--- src/rtl/core/ucb1_arm_selector_defines.svh ---
// ----------------------------------------------------------------------------
// UCB1 arm selector assertion macros
// Shared concurrent assertion forms, clocked on clock and disabled in reset.
// ----------------------------------------------------------------------------
`ifndef UCB1_ARM_SELECTOR_DEFINES_SVH
`define UCB1_ARM_SELECTOR_DEFINES_SVH

// same-cycle implication
`define UCB1_ASSERT_SAME(label, ante, cons, msg) \
   label: assert property (@(posedge clock) disable iff (reset) (ante) |-> (cons)) \
      else $error(msg);

// next-cycle implication
`define UCB1_ASSERT_NEXT(label, ante, cons, msg) \
   label: assert property (@(posedge clock) disable iff (reset) (ante) |=> (cons)) \
      else $error(msg);

`endif

--- src/rtl/core/ucb1_pkg.sv ---
// ----------------------------------------------------------------------------
// UCB1 arm selector package
// Command codes, fixed-point constants and controller/datapath interface types.
// ----------------------------------------------------------------------------
package ucb1_pkg;

   localparam logic [1:0] CMD_SEED   = 2'd0;
   localparam logic [1:0] CMD_SELECT = 2'd1;
   localparam logic [1:0] CMD_REPORT = 2'd2;

   localparam int SUM_W   = 40;
   localparam int CNT_W   = 24;
   localparam int SCORE_W = 19;

   localparam logic [16:0]      ONE_Q16   = 17'd65536;
   localparam logic [15:0]      LN2_Q16   = 16'd45426;
   localparam logic [SUM_W-1:0] SUM_MAX   = {SUM_W{1'b1}};
   localparam logic [CNT_W-1:0] CNT_MAX   = {CNT_W{1'b1}};
   localparam logic [SCORE_W-1:0] SCORE_MAX = {SCORE_W{1'b1}};

   // controller to datapath
   typedef struct packed {
      logic clr_write;
      logic latch_req;
      logic seed_write;
      logic round_inc;
      logic norm_load;
      logic norm_shift;
      logic sq_mul;
      logic sq_fold;
      logic ln_mul;
      logic ln_fin;
      logic arm_read;
      logic arm_next;
      logic div_start;
      logic sqrt_start;
      logic sqrt_step;
      logic score_eval;
      logic rep_read;
      logic rep_write;
      logic rsp_load;
   } dp_cmd_type;

   // datapath to controller
   typedef struct packed {
      logic       clr_last;
      logic [1:0] req_cmd;
      logic       norm_top;
      logic       div_done;
      logic       count_zero;
      logic       scan_more;
   } dp_status_type;

endpackage

--- src/rtl/core/ucb1_ctrl.sv ---
// ----------------------------------------------------------------------------
// UCB1 controller
// Sequences the clearing pass, command decode, log, arm scan and result word.
// ----------------------------------------------------------------------------
`include "ucb1_arm_selector_defines.svh"

module ucb1_ctrl (
   input  logic                     clock,
   input  logic                     reset,
   input  logic                     req_valid,
   output logic                     req_stall,
   input  logic                     rsp_stall,
   output logic                     rsp_valid,
   output ucb1_pkg::dp_cmd_type     cmd,
   input  ucb1_pkg::dp_status_type  status
);
   import ucb1_pkg::*;

   typedef enum logic [3:0] {
      S_CLEAR, S_IDLE, S_DECODE, S_REP, S_NORM_LOAD, S_NORM, S_SQ_MUL, S_SQ_FOLD,
      S_LN_MUL, S_LN_FIN, S_SCAN, S_ARM_CHK, S_DIV, S_SQRT, S_EVAL, S_DONE
   } state_type;

   state_type  state_ff, state_in;
   logic [4:0] step_ff;
   logic       rsp_valid_ff;

   // decode commands from state
   always_comb begin
      cmd      = '0;
      state_in = state_ff;
      case (state_ff)
         S_CLEAR: begin
            cmd.clr_write = 1'b1;
            if (status.clr_last) state_in = S_IDLE;
         end
         S_IDLE: begin
            if (req_valid) begin
               cmd.latch_req = 1'b1;
               state_in      = S_DECODE;
            end
         end
         S_DECODE: begin
            case (status.req_cmd)
               CMD_SEED: begin
                  cmd.seed_write = 1'b1;
                  state_in       = S_DONE;
               end
               CMD_SELECT: begin
                  cmd.round_inc = 1'b1;
                  state_in      = S_NORM_LOAD;
               end
               CMD_REPORT: begin
                  cmd.rep_read = 1'b1;
                  state_in     = S_REP;
               end
               default: state_in = S_IDLE;
            endcase
         end
         S_REP: begin
            cmd.rep_write = 1'b1;
            state_in      = S_DONE;
         end
         S_NORM_LOAD: begin
            cmd.norm_load = 1'b1;
            state_in      = S_NORM;
         end
         S_NORM: begin
            if (status.norm_top) state_in = S_SQ_MUL;
            else cmd.norm_shift = 1'b1;
         end
         S_SQ_MUL: begin
            cmd.sq_mul = 1'b1;
            state_in   = S_SQ_FOLD;
         end
         S_SQ_FOLD: begin
            cmd.sq_fold = 1'b1;
            state_in    = (step_ff == 5'd15) ? S_LN_MUL : S_SQ_MUL;
         end
         S_LN_MUL: begin
            cmd.ln_mul = 1'b1;
            state_in   = S_LN_FIN;
         end
         S_LN_FIN: begin
            cmd.ln_fin = 1'b1;
            state_in   = S_SCAN;
         end
         S_SCAN: begin
            if (status.scan_more) begin
               cmd.arm_read = 1'b1;
               state_in     = S_ARM_CHK;
            end else begin
               state_in = S_DONE;
            end
         end
         S_ARM_CHK: begin
            if (status.count_zero) begin
               cmd.arm_next = 1'b1;
               state_in     = S_SCAN;
            end else begin
               cmd.div_start = 1'b1;
               state_in      = S_DIV;
            end
         end
         S_DIV: begin
            if (status.div_done) begin
               cmd.sqrt_start = 1'b1;
               state_in       = S_SQRT;
            end
         end
         S_SQRT: begin
            cmd.sqrt_step = 1'b1;
            if (step_ff == 5'd31) state_in = S_EVAL;
         end
         S_EVAL: begin
            cmd.score_eval = 1'b1;
            state_in       = S_SCAN;
         end
         S_DONE: begin
            if (!rsp_valid_ff || !rsp_stall) begin
               cmd.rsp_load = 1'b1;
               state_in     = S_IDLE;
            end
         end
         default: state_in = S_IDLE;
      endcase
   end

   // hold state, step count and result valid
   always_ff @(posedge clock) begin
      if (reset) begin
         state_ff     <= S_CLEAR;
         step_ff      <= '0;
         rsp_valid_ff <= 1'b0;
      end else begin
         state_ff <= state_in;
         if (cmd.sq_fold) begin
            step_ff <= (step_ff == 5'd15) ? 5'd0 : step_ff + 1'b1;
         end
         if (cmd.sqrt_step) begin
            step_ff <= step_ff + 1'b1;
         end
         if (cmd.rsp_load) begin
            rsp_valid_ff <= 1'b1;
         end else if (!rsp_stall) begin
            rsp_valid_ff <= 1'b0;
         end
      end
   end

   assign req_stall = (state_ff != S_IDLE);
   assign rsp_valid = rsp_valid_ff;

   `UCB1_ASSERT_NEXT(a_accept_busy, req_valid && !req_stall, req_stall, "accept did not start work")
   `UCB1_ASSERT_SAME(a_load_free, cmd.rsp_load, !rsp_valid_ff || !rsp_stall, "result word overwritten")
   `UCB1_ASSERT_NEXT(a_div_restart, cmd.div_start, !status.div_done, "divider done at start")

endmodule

--- config.mk ---
export PLATFORM = sky130hd
export DESIGN_NAME = ucb1_ctrl
export DESIGN_NICKNAME = d
export VERILOG_FILES = /design/src/rtl/core/ucb1_pkg.sv /design/src/rtl/core/ucb1_ctrl.sv
export VERILOG_INCLUDE_DIRS = /design/src /design/src/rtl/core
export SDC_FILE = /design/constraint.sdc
export NUM_CORES = 1
export LEC_CHECK = 0
export CORE_MARGIN = 10
export CORE_UTILIZATION = 55
export DETAILED_ROUTE_END_ITERATION = 10
export DONT_BUFFER_PORTS = 1
export GPL_ROUTABILITY_DRIVEN = 1
export PLACE_DENSITY = 0.77
export SLEW_MARGIN = 20
export SYNTH_ARGS = -nofsm -noshare
export SYNTH_HDL_FRONTEND = slang
export SYNTH_SLANG_ARGS = --single-unit
--- constraint.sdc ---
create_clock -name clock -period 1.8 [get_ports clock]
set_input_delay 0.36 -clock clock [delete_from_list [all_inputs] [get_ports clock]]
set_output_delay 0.36 -clock clock [all_outputs]
set_load 0.03 [all_outputs]
==> impl_metrics.tcl <==
set metrics [dict create \
    grt_max_degree 14 \
    avgRoutedWirePerCell_um 17.5 \
    place_hpwl_um 2040 \
    clockBufferDepth 2 \
    yosysSeqAreaShare_pct 22.8 \
    yosysWarnings 0 \
    ys_top_cells_by_area "dfxtp_1, mux2i_1, nor3_1" \
    postPlaceCellArea_um2 1070 \
    drv_slew 0 \
    worstHoldPathCells 1 \
    cellPowerDensity_nw_per_um2 1140 \
    synth_ff_type "dfxtp_1" \
    antenna_found_initial 0 \
    tightest_slew_ns 0.335 \
    crit_path_end_kind "primary output" \
    yosys.area.top_type "dfxtp_1" \
    maxCapViolations 0 \
    antennaDiodeCount 0 \
    placement_rows 14 \
    io_pins 32 \
    synthesis.nets 122 \
    drt_iter0_markers 26 \
    drt_first_pass_iters 4 \
    io_buffers 0 \
    cp_data_required_time_ns 1.44 \
    startpoint_type "flip-flop" \
    fmax_mhz 579 \
    rsz0062_at_grt "false" \
    syn_area_per_cell_um2 7.98 \
    core_um2 1510 \
    cp_max_fo 8 \
    cts_hold_buf 0 \
    cts_buffers 3 \
    ant_nets 0 \
    period_needed_ns 1.73 \
    hold_path_class "input port to flip-flop" \
    critPathArrivalTime_ns 1.37 \
    grt.overflow.total 0 \
    synthDistinctLibCells 46 \
    syn_to_final_growth_pct 31.1 \
    ys_ff_latch 10 \
    start_util_pct 58.3 \
    vias_per_cell 6.16 \
    status "completed" \
    setup_ws_ns 0.0727 \
    cts_sinks 10 \
    dp_slack_ns 0.158 \
    fin_area_um2 1150 \
    setup_viol 0 \
    skew_ns 0.00226 \
    dr_total_vias 906 \
    ys_async_sr_fraction_pct 0 \
    synth_edf_count 0 \
    die_h_um 60.0 \
    grtUsageTotal_pct 13.7 \
    die_x_um 60.0 \
    clk_pin_slew_worst_paths_ns 0.07 \
    drc 0 \
    p_leak_uw 0.000487 \
    dieArea_um2 3600 \
    synth_top_area_share_pct 22.8 \
    slew_headroom_pct 77.4 \
    critPathKind "flip-flop to primary output" \
    ff2ff_path_depth 5 \
    vdd_drop_max_mv 0.666 \
    nNetsFinal 144 \
    synthCells 110 \
    post_cts_resized 4 \
    layout-drive-gt1-share_pct 39.7 \
    htreeDepth 1 \
    grt_pass1_vias 887 \
    fin_util_pct 76.4 \
    place.gp.congestion 0.816 \
    total_power_uw 1310 \
    tritoncts "yes" \
    grt_pass1_wl_um 3990 \
    syn_area_um2 878 \
    final.period_utilization_pct 96.0 \
    wl_um 2570 \
    post-cts-setup-buffers 0 \
    hold_viol 0 \
    insertion_delay_ns 0.26 \
    cts_root_buf "clkbuf_4" \
]
[logic make-up (layout without fill, tap and decap cells)]
family	after synthesis	in the layout	share of synthesized area, %
flops	10	10	22.8
compound gates	18	18	16.2
buf+inv	13	34	7.55
simple gates	60	60	43.3
mux	5	5	5.70
fa+ha+maj	1	1	1.42
xor+xnor	3	3	2.99
[cell usage in the layout, fill, tap and decap left out, drive strengths merged, types with 2 or more instances in the layout]
cell type  synthesis  routed
a21oi              4       4
nor4b              3       3
nand2             10      10
mux2i              5       5
o21ai              3       3
xor2               3       3
and3               4       4
nand4              4       4
nand2b             4       4
nor3              10      10
dfxtp             10      10
clkbuf             2       4
and2               2       2
nor2b              3       3
inv                4       4
nor2              11      11
nor3b              2       2
a221oi             2       2
buf                7      26
[final cells by class]
| cell class | instances | area, µm² |
|---|---|---|
| inverter | 4 | 15.0 |
| clock buffer | 4 | 36.3 |
| sequential | 10 | 211 |
| timing repair buffer | 26 | 195 |
| multi-input combinational | 87 | 673 |
| fill | 118 | 355 |
| tap | 16 | 20.0 |
[registers in the layout (all words and copies together), names as in the netlist]
register and flops:
state_ff 4, step_ff 5, rsp_valid 1
[metrics by stage]
stage / setup TNS, ns / cells / hold WS, ns
CTS: 0 / 147 / 0.155
global route: 0 / 147 / 0.147
finish: 0 / 147 / 0.153
floorplan: -0.177 / 110 / 0.464
global placement: 0 / 143 / 0.431
detailed placement: 0 / 143 / 0.428
[cell usage after synthesis (2+ instances only)]
| cell type | number |
|---|---|
| a21oi_1 | 4 |
| xor2_1 | 3 |
| dfxtp_1 | 10 |
| mux2i_1 | 5 |
| nor2_1 | 11 |
| and3_1 | 4 |
| nor3_1 | 10 |
| nand2_1 | 9 |
| nand2b_1 | 2 |
| nor3b_1 | 2 |
| buf_2 | 5 |
| nor2b_1 | 3 |
| clkbuf_1 | 2 |
| nand4_1 | 3 |
| o21ai_0 | 2 |
| nor4b_1 | 2 |
| inv_1 | 4 |
[worst paths after layout]
check | startpoint | end | slack, ns
setup / recovery | state_ff[1] | cmd[2] | 0.07
hold / removal | reset | state_ff[1] | 0.15
setup reg to reg | step_ff[0] | state_ff[2] | 0.18
hold reg to reg | rsp_valid | rsp_valid | 0.49
[critical path: stages, from the launching register on]
cell      delay (ns)
dfxtp_1         0.33
buf_4           0.19
nand2b_4        0.12
nor4bb_2        0.27
buf_4           0.20
[where the power goes]
| group | internal [µW] | switching (µW) |
|---|---|---|
| Sequential | 265 | 80.7 |
| Clock | 123 | 81.2 |
| Combinational | 320 | 441 |
| Total | 708 | 603 |
[layer usage]
| metal | track usage, % | share of wire [%] | vias to the layer above |
|---|---|---|---|
| met5 | 0 | 0 | - |
| met4 | 6.09 | 1.1 | 0 |
| met3 | 3.81 | 9.4 | 4 |
| met2 | 24.9 | 52 | 33 |
| met1 | 14.0 | 38 | 423 |
| li1 | - | - | 446 |
No activity file was read; power rests on OpenSTA's default activity.
